--- src/rtl/core/ftbt_pkg.sv ---
// ----------------------------------------------------------------------------
// ftbt_pkg
// Shared types and constants for the fixed-point to balanced ternary
// converter: controller states, pointer commands and the command and status
// groups between controller and datapath.
// ----------------------------------------------------------------------------
package ftbt_pkg;

    // Default geometry
    localparam int INT_BITS_DEF       = 16;
    localparam int FRAC_BITS_DEF      = 16;
    localparam int INT_TRITS_DEF      = 12;
    localparam int MAX_FRAC_TRITS_DEF = 32;

    // Fraction trit count register
    localparam int               CFG_W           = 6;
    localparam logic [CFG_W-1:0] FRAC_TRITS_RST  = 6'd32;

    // Reciprocal of three: floor(x / 3) = (x * RECIP3) >> 33 for any x < 2^32
    localparam logic [31:0] RECIP3 = 32'hAAAA_AAAB;

    typedef enum logic [2:0] {
        ST_IDLE,
        ST_INT_GEN,
        ST_FRAC_GEN,
        ST_CARRY_PREP,
        ST_CARRY,
        ST_EMIT_PREP,
        ST_EMIT
    } ftbt_state_t;

    typedef enum logic [2:0] {
        PTR_HOLD,
        PTR_INC,
        PTR_DEC,
        PTR_LOAD_INT,
        PTR_LOAD_FRAC,
        PTR_LOAD_TOP,
        PTR_ZERO
    } ftbt_ptr_op_t;

    typedef struct packed {
        ftbt_ptr_op_t ptr_op;
        logic         load_in;
        logic         wr_int;
        logic         wr_frac;
        logic         wr_carry;
        logic         carry_clr;
        logic         emit_load;
    } ftbt_cmd_t;

    typedef struct packed {
        logic ptr_zero;
        logic ptr_at_last;
        logic nfrac_zero;
        logic out_free;
    } ftbt_status_t;

endpackage

--- src/rtl/core/fixed_to_balanced_ternary.sv ---
// ----------------------------------------------------------------------------
// fixed_to_balanced_ternary
// Converts a signed fixed-point number into balanced ternary trits, integer
// trits most significant first, then the fraction trits.
// ----------------------------------------------------------------------------
//
//  Channel   Direction  Handshake            Payload
//  input     in         in_valid / in_stall  value (signed, INT_BITS+FRAC_BITS)
//  output    out        out_valid/out_stall  trit, is_fraction, last
//  config    in         cfg_write            cfg_data (fraction trit count)
//
// Each request walks the trit store three times: once to generate ordinary
// digits, once for the carry pass and once to emit. A new request is accepted
// only once the final trit of the previous one is in the output register.
// Reset is asynchronous and active low; the fraction trit count resets to 32.
// Output stalls hold the emit walk; the final trit may sit in the output
// register while the next request is already being converted.
//
module fixed_to_balanced_ternary #(
    parameter int INT_BITS       = ftbt_pkg::INT_BITS_DEF,
    parameter int FRAC_BITS      = ftbt_pkg::FRAC_BITS_DEF,
    parameter int INT_TRITS      = ftbt_pkg::INT_TRITS_DEF,
    parameter int MAX_FRAC_TRITS = ftbt_pkg::MAX_FRAC_TRITS_DEF
) (
    input  logic                                 clk,
    input  logic                                 rst_n,
    // configuration
    input  logic                                 cfg_write,
    input  logic [ftbt_pkg::CFG_W-1:0]           cfg_data,
    // input requests
    input  logic                                 in_valid,
    output logic                                 in_stall,
    input  logic signed [INT_BITS+FRAC_BITS-1:0] value,
    // output trits
    output logic                                 out_valid,
    input  logic                                 out_stall,
    output logic signed [1:0]                    trit,
    output logic                                 is_fraction,
    output logic                                 last
);

    ftbt_pkg::ftbt_cmd_t    cmd;
    ftbt_pkg::ftbt_status_t status;

    // Sequencer: accept, generate, carry, emit
    ftbt_ctrl u_ctrl (
        .clk      (clk),
        .rst_n    (rst_n),
        .in_valid (in_valid),
        .in_stall (in_stall),
        .status   (status),
        .cmd      (cmd)
    );

    // Digit units, trit store and output register
    ftbt_datapath #(
        .INT_BITS       (INT_BITS),
        .FRAC_BITS      (FRAC_BITS),
        .INT_TRITS      (INT_TRITS),
        .MAX_FRAC_TRITS (MAX_FRAC_TRITS)
    ) u_datapath (
        .clk         (clk),
        .rst_n       (rst_n),
        .cfg_write   (cfg_write),
        .cfg_data    (cfg_data),
        .value       (value),
        .out_valid   (out_valid),
        .out_stall   (out_stall),
        .trit        (trit),
        .is_fraction (is_fraction),
        .last        (last),
        .cmd         (cmd),
        .status      (status)
    );

endmodule

--- src/rtl/core/ftbt_ctrl.sv ---
// ----------------------------------------------------------------------------
// ftbt_ctrl
// Sequencer: walks the trit store through digit generation, the carry pass
// and emission, issuing commands to the datapath.
// ----------------------------------------------------------------------------
module ftbt_ctrl (
    input  logic                  clk,
    input  logic                  rst_n,
    input  logic                  in_valid,
    output logic                  in_stall,
    input  ftbt_pkg::ftbt_status_t status,
    output ftbt_pkg::ftbt_cmd_t    cmd
);

    ftbt_pkg::ftbt_state_t state_reg;
    ftbt_pkg::ftbt_state_t state_next;

    always_ff @(posedge clk or negedge rst_n)
    begin
        if (!rst_n)
        begin
            state_reg <= ftbt_pkg::ST_IDLE;
        end
        else
        begin
            state_reg <= state_next;
        end
    end

    // Next state
    always_comb
    begin
        state_next = state_reg;
        case (state_reg)
            ftbt_pkg::ST_IDLE:
            begin
                if (in_valid)
                begin
                    state_next = ftbt_pkg::ST_INT_GEN;
                end
            end
            ftbt_pkg::ST_INT_GEN:
            begin
                if (status.ptr_zero)
                begin
                    state_next = status.nfrac_zero ? ftbt_pkg::ST_CARRY_PREP
                                                   : ftbt_pkg::ST_FRAC_GEN;
                end
            end
            ftbt_pkg::ST_FRAC_GEN:
            begin
                if (status.ptr_at_last)
                begin
                    state_next = ftbt_pkg::ST_CARRY_PREP;
                end
            end
            ftbt_pkg::ST_CARRY_PREP:
            begin
                state_next = ftbt_pkg::ST_CARRY;
            end
            ftbt_pkg::ST_CARRY:
            begin
                if (status.ptr_zero)
                begin
                    state_next = ftbt_pkg::ST_EMIT_PREP;
                end
            end
            ftbt_pkg::ST_EMIT_PREP:
            begin
                state_next = ftbt_pkg::ST_EMIT;
            end
            ftbt_pkg::ST_EMIT:
            begin
                if (status.out_free && status.ptr_at_last)
                begin
                    state_next = ftbt_pkg::ST_IDLE;
                end
            end
            default:
            begin
                state_next = ftbt_pkg::ST_IDLE;
            end
        endcase
    end

    // Commands
    always_comb
    begin
        cmd          = '0;
        cmd.ptr_op   = ftbt_pkg::PTR_HOLD;
        in_stall     = 1'b1;
        case (state_reg)
            ftbt_pkg::ST_IDLE:
            begin
                in_stall = 1'b0;
                if (in_valid)
                begin
                    cmd.load_in = 1'b1;
                    cmd.ptr_op  = ftbt_pkg::PTR_LOAD_INT;
                end
            end
            ftbt_pkg::ST_INT_GEN:
            begin
                cmd.wr_int = 1'b1;
                if (status.ptr_zero)
                begin
                    cmd.ptr_op = status.nfrac_zero ? ftbt_pkg::PTR_LOAD_TOP
                                                   : ftbt_pkg::PTR_LOAD_FRAC;
                end
                else
                begin
                    cmd.ptr_op = ftbt_pkg::PTR_DEC;
                end
            end
            ftbt_pkg::ST_FRAC_GEN:
            begin
                cmd.wr_frac = 1'b1;
                cmd.ptr_op  = status.ptr_at_last ? ftbt_pkg::PTR_HOLD : ftbt_pkg::PTR_INC;
            end
            ftbt_pkg::ST_CARRY_PREP:
            begin
                cmd.carry_clr = 1'b1;
            end
            ftbt_pkg::ST_CARRY:
            begin
                cmd.wr_carry = 1'b1;
                cmd.ptr_op   = status.ptr_zero ? ftbt_pkg::PTR_HOLD : ftbt_pkg::PTR_DEC;
            end
            ftbt_pkg::ST_EMIT_PREP:
            begin
                cmd.ptr_op = ftbt_pkg::PTR_HOLD;
            end
            ftbt_pkg::ST_EMIT:
            begin
                if (status.out_free)
                begin
                    cmd.emit_load = 1'b1;
                    cmd.ptr_op    = status.ptr_at_last ? ftbt_pkg::PTR_ZERO
                                                       : ftbt_pkg::PTR_INC;
                end
            end
            default:
            begin
                cmd.ptr_op = ftbt_pkg::PTR_HOLD;
            end
        endcase
    end

endmodule

--- src/rtl/core/ftbt_datapath.sv ---
// ----------------------------------------------------------------------------
// ftbt_datapath
// Magnitude split, divide-by-three and times-three digit units, carry unit,
// trit store with registered read, and the output register.
// ----------------------------------------------------------------------------
module ftbt_datapath #(
    parameter int INT_BITS       = ftbt_pkg::INT_BITS_DEF,
    parameter int FRAC_BITS      = ftbt_pkg::FRAC_BITS_DEF,
    parameter int INT_TRITS      = ftbt_pkg::INT_TRITS_DEF,
    parameter int MAX_FRAC_TRITS = ftbt_pkg::MAX_FRAC_TRITS_DEF
) (
    input  logic                              clk,
    input  logic                              rst_n,
    input  logic                              cfg_write,
    input  logic [ftbt_pkg::CFG_W-1:0]        cfg_data,
    input  logic signed [INT_BITS+FRAC_BITS-1:0] value,
    output logic                              out_valid,
    input  logic                              out_stall,
    output logic signed [1:0]                 trit,
    output logic                              is_fraction,
    output logic                              last,
    input  ftbt_pkg::ftbt_cmd_t               cmd,
    output ftbt_pkg::ftbt_status_t            status
);

    localparam int TOTAL_BITS = INT_BITS + FRAC_BITS;
    localparam int FRAC_W     = (FRAC_BITS > 0) ? FRAC_BITS : 1;
    localparam int MAX_TRITS  = INT_TRITS + MAX_FRAC_TRITS;
    localparam int PTR_W      = $clog2(MAX_TRITS);
    localparam int CW         = ftbt_pkg::CFG_W;

    localparam logic [TOTAL_BITS-1:0] FMASK     = (TOTAL_BITS'(1) << FRAC_BITS) - 1'b1;
    localparam logic [CW-1:0]         MAX_FRAC  = CW'(MAX_FRAC_TRITS);
    localparam logic [PTR_W-1:0]      INT_LAST  = PTR_W'(INT_TRITS - 1);
    localparam logic [PTR_W-1:0]      FRAC_BASE = PTR_W'(INT_TRITS);

    logic [CW-1:0]         frac_trits_reg;
    logic [INT_BITS-1:0]   ipart_reg;
    logic [INT_BITS-1:0]   ipart_next;
    logic [FRAC_W-1:0]     fpart_reg;
    logic [FRAC_W-1:0]     fpart_next;
    logic                  neg_reg;
    logic                  carry_reg;
    logic [PTR_W-1:0]      ptr_reg;
    logic [PTR_W-1:0]      ptr_next;
    logic [PTR_W-1:0]      last_idx_reg;
    logic                  nfrac_zero_reg;
    logic [1:0]            rd_data_reg;
    logic                  out_valid_reg;
    logic [1:0]            trit_reg;
    logic                  is_fraction_reg;
    logic                  last_reg;

    logic [1:0]            mem [MAX_TRITS];

    logic [TOTAL_BITS-1:0] mag;
    logic [CW-1:0]         nfrac;
    logic [31:0]           div_x;
    logic [63:0]           div_prod;
    logic [30:0]           div_q;
    logic [31:0]           three_q;
    logic [1:0]            int_digit;
    logic [FRAC_W+1:0]     frac_prod;
    logic [1:0]            frac_digit;
    logic [2:0]            csum;
    logic                  cout;
    logic [1:0]            cdigit;
    logic [1:0]            bal;
    logic [1:0]            wdata;
    logic                  mem_we;

    // Magnitude of the input; the most negative value maps onto 2^(TOTAL_BITS-1)
    assign mag   = value[TOTAL_BITS-1] ? (~value + 1'b1) : value;
    assign nfrac = (frac_trits_reg > MAX_FRAC) ? MAX_FRAC : frac_trits_reg;

    // Integer digit: divide by three through the reciprocal
    assign div_x      = 32'(ipart_reg);
    assign div_prod   = div_x * ftbt_pkg::RECIP3;
    assign div_q      = div_prod[63:33];
    assign three_q    = {div_q, 1'b0} + {1'b0, div_q};
    assign int_digit  = 2'(div_x - three_q);
    assign ipart_next = INT_BITS'(div_q);

    // Fraction digit: times three, integer overflow is the digit
    assign frac_prod  = {2'b00, fpart_reg} + {1'b0, fpart_reg, 1'b0};
    assign frac_digit = frac_prod[FRAC_W+1:FRAC_W];
    assign fpart_next = frac_prod[FRAC_W-1:0];

    // Carry unit: add one with carry, subtract one, negate for negative input
    assign csum   = {1'b0, rd_data_reg} + 3'd1 + {2'b00, carry_reg};
    assign cout   = (csum >= 3'd3);
    assign cdigit = cout ? 2'(csum - 3'd3) : csum[1:0];
    always_comb
    begin
        case (cdigit)
            2'd0:    bal = neg_reg ? 2'b01 : 2'b11;
            2'd2:    bal = neg_reg ? 2'b11 : 2'b01;
            default: bal = 2'b00;
        endcase
    end

    assign mem_we = cmd.wr_int | cmd.wr_frac | cmd.wr_carry;
    always_comb
    begin
        if (cmd.wr_int)
        begin
            wdata = int_digit;
        end
        else if (cmd.wr_frac)
        begin
            wdata = frac_digit;
        end
        else
        begin
            wdata = bal;
        end
    end

    always_comb
    begin
        case (cmd.ptr_op)
            ftbt_pkg::PTR_INC:       ptr_next = ptr_reg + 1'b1;
            ftbt_pkg::PTR_DEC:       ptr_next = ptr_reg - 1'b1;
            ftbt_pkg::PTR_LOAD_INT:  ptr_next = INT_LAST;
            ftbt_pkg::PTR_LOAD_FRAC: ptr_next = FRAC_BASE;
            ftbt_pkg::PTR_LOAD_TOP:  ptr_next = last_idx_reg;
            ftbt_pkg::PTR_ZERO:      ptr_next = '0;
            default:                 ptr_next = ptr_reg;
        endcase
    end

    // Trit store: the read is registered and addressed by the next pointer value
    always_ff @(posedge clk)
    begin
        if (mem_we)
        begin
            mem[ptr_reg] <= wdata;
        end
        rd_data_reg <= mem[ptr_next];
    end

    always_ff @(posedge clk or negedge rst_n)
    begin
        if (!rst_n)
        begin
            frac_trits_reg <= ftbt_pkg::FRAC_TRITS_RST;
            ptr_reg        <= '0;
            carry_reg      <= 1'b0;
            neg_reg        <= 1'b0;
            out_valid_reg  <= 1'b0;
            last_idx_reg   <= '0;
            nfrac_zero_reg <= 1'b0;
        end
        else
        begin
            if (cfg_write)
            begin
                frac_trits_reg <= cfg_data;
            end
            ptr_reg <= ptr_next;
            if (cmd.load_in)
            begin
                neg_reg        <= value[TOTAL_BITS-1];
                last_idx_reg   <= INT_LAST + PTR_W'(nfrac);
                nfrac_zero_reg <= (nfrac == '0);
            end
            if (cmd.carry_clr)
            begin
                carry_reg <= 1'b0;
            end
            else if (cmd.wr_carry)
            begin
                carry_reg <= cout;
            end
            if (cmd.emit_load)
            begin
                out_valid_reg <= 1'b1;
            end
            else if (!out_stall)
            begin
                out_valid_reg <= 1'b0;
            end
        end
    end

    always_ff @(posedge clk)
    begin
        if (cmd.load_in)
        begin
            ipart_reg <= INT_BITS'(mag >> FRAC_BITS);
            fpart_reg <= FRAC_W'(mag & FMASK);
        end
        else
        begin
            if (cmd.wr_int)
            begin
                ipart_reg <= ipart_next;
            end
            if (cmd.wr_frac)
            begin
                fpart_reg <= fpart_next;
            end
        end
        if (cmd.emit_load)
        begin
            trit_reg        <= rd_data_reg;
            is_fraction_reg <= (ptr_reg >= FRAC_BASE);
            last_reg        <= (ptr_reg == last_idx_reg);
        end
    end

    assign status.ptr_zero    = (ptr_reg == '0);
    assign status.ptr_at_last = (ptr_reg == last_idx_reg);
    assign status.nfrac_zero  = nfrac_zero_reg;
    assign status.out_free    = !out_valid_reg || !out_stall;

    assign out_valid   = out_valid_reg;
    assign trit        = trit_reg;
    assign is_fraction = is_fraction_reg;
    assign last        = last_reg;

endmodule
--- config.mk ---
export PLATFORM = sky130hd
export DESIGN_NAME = fixed_to_balanced_ternary
export DESIGN_NICKNAME = d
export VERILOG_FILES = /design/src/rtl/core/ftbt_pkg.sv /design/src/rtl/core/fixed_to_balanced_ternary.sv /design/src/rtl/core/ftbt_ctrl.sv /design/src/rtl/core/ftbt_datapath.sv
export SDC_FILE = /design/constraint.sdc
export NUM_CORES = 1
export LEC_CHECK = 0
export BUFFER_PORTS_ARGS = -buffer_cell sky130_fd_sc_hd__buf_2
export CORE_MARGIN = 2
export CORE_UTILIZATION = 34
export DETAILED_ROUTE_END_ITERATION = 7
export PLACE_DENSITY = 0.51
export REMOVE_ABC_BUFFERS = 1
export SKIP_CTS_REPAIR_TIMING = 1
export SYNTH_ARGS = -nofsm -noshare
export SYNTH_HDL_FRONTEND = slang
export SYNTH_SLANG_ARGS = --single-unit
export TNS_END_PERCENT = 10
--- constraint.sdc ---
create_clock -name clk -period 14.7 [get_ports clk]
set_clock_uncertainty 0.15 [all_clocks]
set_input_delay 2.94 -clock clk [delete_from_list [all_inputs] [get_ports clk]]
set_output_delay 2.94 -clock clk [all_outputs]
set_load 0.01 [all_outputs]
==> results.json <==
{
  "worstPathRequired_ps": 14660,
  "detailed_place_hpwl_mm": 21.8,
  "initialDrtViolationCount": 374,
  "initial_antenna_violation_count": 1,
  "globalRouteMet1Util_pct": 19.6,
  "worstSkewPairLatency_ps": 430,
  "h-tree-depth": 4,
  "design.die.area_sq_um": 38800,
  "final.setup.tns_ps": 0,
  "final_nets": 1501,
  "tritoncts": "built",
  "max_slew.worst_pin.slew_ps": 779,
  "port_buffers": 48,
  "final_min_period_over_clock_period_pct": 54.0,
  "largest_register_ffs": 88,
  "post_drt_wl_per_cell_um": 16.2,
  "grt_setup_unrepaired": "false",
  "groute.layer.met3.usage_pct": 1.95,
  "worst_slew_margin_rel_pct": 46.6,
  "max_cap_viol_count": 0,
  "grt_max_degree": 53,
  "outcome": "complete, no violations",
  "pin_count": 49,
  "die_x_extent_um": 197,
  "global_route.overflow_total": 0,
  "initial_utilization_pct": 34.5,
  "synth.distinct_cells": 72,
  "p_leak_nw": 5.72,
  "endpoint_kind": "flip-flop",
  "area_growth_pct": 10.2,
  "dominantRegCellSynth": "sky130_fd_sc_hd__edfxtp_1",
  "drc": 0,
  "synth_enable_flop_cells": 124,
  "yosysWarningCount": 0,
  "placedInstanceArea_sq_um": 13400,
  "detail-route-antenna-nets": 0,
  "die-height_um": 197,
  "syn-instance-count": 1185,
  "category_of_the_worst_setup_path_launch_point": "flip-flop",
  "swShare_pct": 22.5,
  "postSynthRegisterBits": 151,
  "drt_wl_total_mm": 27.7,
  "report.final.setup_viol": 0,
  "via_count": 8412,
  "floorplan.core_area_sq_um": 36600,
  "p_seq_share_pct": 50.3,
  "final-hold-violation-count": 0,
  "global_route_wire_length_before_repair_mm": 45.7,
  "route.detailed.vias_per_inst": 4.93,
  "synth_async_sr_flop_share_pct": 16.6,
  "syn_area_sq_um": 12600,
  "synth-seq-area-share_pct": 34.7,
  "layout_cell_share_with_drive_strength_beyond_1_pct": 9.85,
  "cts_buffers": 17,
  "cts_max_path_buffers": 2,
  "drt_pre_antenna_iters": 5,
  "worst-r2r-cell-count": 25,
  "hold_path.class": "reg2reg",
  "final_critical_path_time_including_i_o_delays_and_setup_ps": 7930,
  "synthesis.area_per_instance_sq_um": 10.7,
  "peakVddDrop_mv": 0.0791,
  "fin_area_sq_um": 13900,
  "share_clk_of_total_power_pct": 46.1,
  "crit_arrival_ps": 7890,
  "grt_most_used_layer": "met2",
  "grt_pass1_vias": 8921,
  "cts_sinks": 151,
  "setup.worst_path.class": "reg2reg",
  "critPathMaxFanout": 44,
  "p_per_area_nw_per_um2": 65.7,
  "rows": 70,
  "place_congestion": 0.811,
  "p_int_uw": 709,
  "cts_root_buffer": "sky130_fd_sc_hd__clkbuf_16",
  "slew_viol_final": 0,
  "clk_pin_slew_worst_paths_ps": 70,
  "gr-usage-met2_pct": 26.1,
  "max_freq_mhz": 126,
  "gr-usage-all-layers_pct": 15.0,
  "p_sw_uw": 206,
  "min_delay_path_depth": 0,
  "share_comb_of_total_power_pct": 3.5
}
==> final timing paths <==
check,from,endpoint,slack (ps)
hold reg to reg,u_datapath.rd_data_reg[0],u_datapath.trit[0],320
max in group asynchronous,rst_n,u_ctrl.state_reg[0],11630
setup / recovery,u_datapath.ipart_reg[1],u_datapath.mem[13][1],6770
setup reg to reg,u_datapath.ipart_reg[1],u_datapath.mem[13][1],6770
min in group asynchronous,rst_n,u_datapath.ptr_reg[4],2370
hold / removal,u_datapath.rd_data_reg[0],u_datapath.trit[0],320
==> layer usage <==
metal	vias to the layer above	wire [um]
met1	4078	13300
met3	33	513
li1	4217	-
met5	-	0
met4	0	463
met2	84	13500
==> placed cells by master, fill, tap and decap left out, types with 24 or more instances in the layout <==
master                     Yosys  final
sky130_fd_sc_hd__nor2_1       85     85
sky130_fd_sc_hd__nand2_1      63     62
sky130_fd_sc_hd__xor2_1       27     27
sky130_fd_sc_hd__inv_1       168    168
sky130_fd_sc_hd__edfxtp_1    124    124
sky130_fd_sc_hd__o21ai_0      40     39
sky130_fd_sc_hd__fa_1         84     84
sky130_fd_sc_hd__buf_2         5     48
sky130_fd_sc_hd__ha_1        148    148
sky130_fd_sc_hd__xnor2_1      45     45
sky130_fd_sc_hd__a21oi_1      57     57
sky130_fd_sc_hd__dfrtp_1      24     24
==> synth_stat cells, types with 10 or more instances <==
master | number | area (sq um)
sky130_fd_sc_hd__nor2b_1 | 13 | 81.3
sky130_fd_sc_hd__xnor2_1 | 45 | 394
sky130_fd_sc_hd__a21oi_1 | 57 | 285
sky130_fd_sc_hd__nor2_1 | 85 | 319
sky130_fd_sc_hd__a21o_1 | 13 | 97.6
sky130_fd_sc_hd__mux2_2 | 18 | 203
sky130_fd_sc_hd__edfxtp_1 | 124 | 3720
sky130_fd_sc_hd__dfrtp_1 | 24 | 601
sky130_fd_sc_hd__xor2_1 | 27 | 236
sky130_fd_sc_hd__clkbuf_1 | 17 | 63.8
sky130_fd_sc_hd__o21ai_0 | 40 | 200
sky130_fd_sc_hd__mux2_1 | 19 | 214
sky130_fd_sc_hd__inv_1 | 168 | 631
sky130_fd_sc_hd__nand2_1 | 63 | 236
sky130_fd_sc_hd__nand3_1 | 11 | 55.1
sky130_fd_sc_hd__fa_1 | 84 | 1680
sky130_fd_sc_hd__ha_1 | 148 | 1850
sky130_fd_sc_hd__nand2b_1 | 16 | 100
sky130_fd_sc_hd__o21ai_1 | 10 | 50.1
sky130_fd_sc_hd__nor3_1 | 21 | 105
sky130_fd_sc_hd__o31ai_1 | 11 | 82.6
sky130_fd_sc_hd__o22ai_1 | 17 | 106
sky130_fd_sc_hd__mux2i_1 | 22 | 220
==> power groups by stage <==
stage / sequential, mW / combinational (mW) / clock (mW)
after floorplan: 0.469 / 0.0173 / 0
after global placement: 0.470 / 0.0324 / 0
after detailed placement: 0.470 / 0.0330 / 0
after CTS: 0.460 / 0.0332 / 0.433
after global routing: 0.460 / 0.0361 / 0.449
final: 0.461 / 0.0323 / 0.422
==> final cells by class <==
cell class / instances / area (sq um)
clock inverters: 12 / 120
well taps: 468 / 586
diodes: 1 / 2.50
multi-input cells: 834 / 7480
clock buffers: 20 / 437
inverters: 169 / 634
fillers: 3643 / 22700
repair buffers: 53 / 278
flip-flops and latches: 151 / 4390
==> kinds of logic (layout without fill, tap and decap cells) <==
logic type | Yosys count | in the layout | synth area share [%]
AND/OR/NAND/NOR | 265 | 265 | 10.6
adder cells (fa/ha/maj) | 232 | 232 | 27.9
AO/OA/AOI/OAI | 205 | 205 | 10.4
buffers and inverters | 200 | 254 | 6.13
flip-flops | 151 | 151 | 34.7
XOR/XNOR | 72 | 72 | 4.99
multiplexers | 60 | 60 | 5.21
other | 0 | 1 | 0
==> critical path, stage by stage (launching register included) <==
cell	delay [ps]
sky130_fd_sc_hd__edfxtp_1	500
sky130_fd_sc_hd__ha_1	360
sky130_fd_sc_hd__inv_1	90
sky130_fd_sc_hd__fa_1	550
sky130_fd_sc_hd__inv_1	120
sky130_fd_sc_hd__fa_1	570
sky130_fd_sc_hd__inv_1	130
sky130_fd_sc_hd__fa_1	490
sky130_fd_sc_hd__inv_1	50
sky130_fd_sc_hd__fa_1	530
sky130_fd_sc_hd__inv_1	80
sky130_fd_sc_hd__fa_1	550
sky130_fd_sc_hd__inv_1	50
sky130_fd_sc_hd__ha_1	370
sky130_fd_sc_hd__a21o_1	220
sky130_fd_sc_hd__a31oi_1	150
sky130_fd_sc_hd__and3b_1	220
sky130_fd_sc_hd__nand2_1	70
sky130_fd_sc_hd__xor2_1	440
sky130_fd_sc_hd__ha_1	350
sky130_fd_sc_hd__ha_1	180
sky130_fd_sc_hd__nor2_1	120
sky130_fd_sc_hd__xor2_1	190
sky130_fd_sc_hd__xnor2_1	100
sky130_fd_sc_hd__xnor2_1	250
sky130_fd_sc_hd__a22o_2	720
==> per-stage QoR <==
step	total power [mW]	cells	worst slack (ps)	util [%]	hold WS (ps)
detailed placement	0.503	1675	6830	36.5	310
CTS	0.927	1707	6750	38.0	323
global placement	0.502	1675	7000	36.5	303
finish	0.915	1708	6770	38.1	319
floorplan	0.486	1154	7590	-	258
global route	0.946	1707	6350	38.0	321
Power figures use the tool's default switching activity.
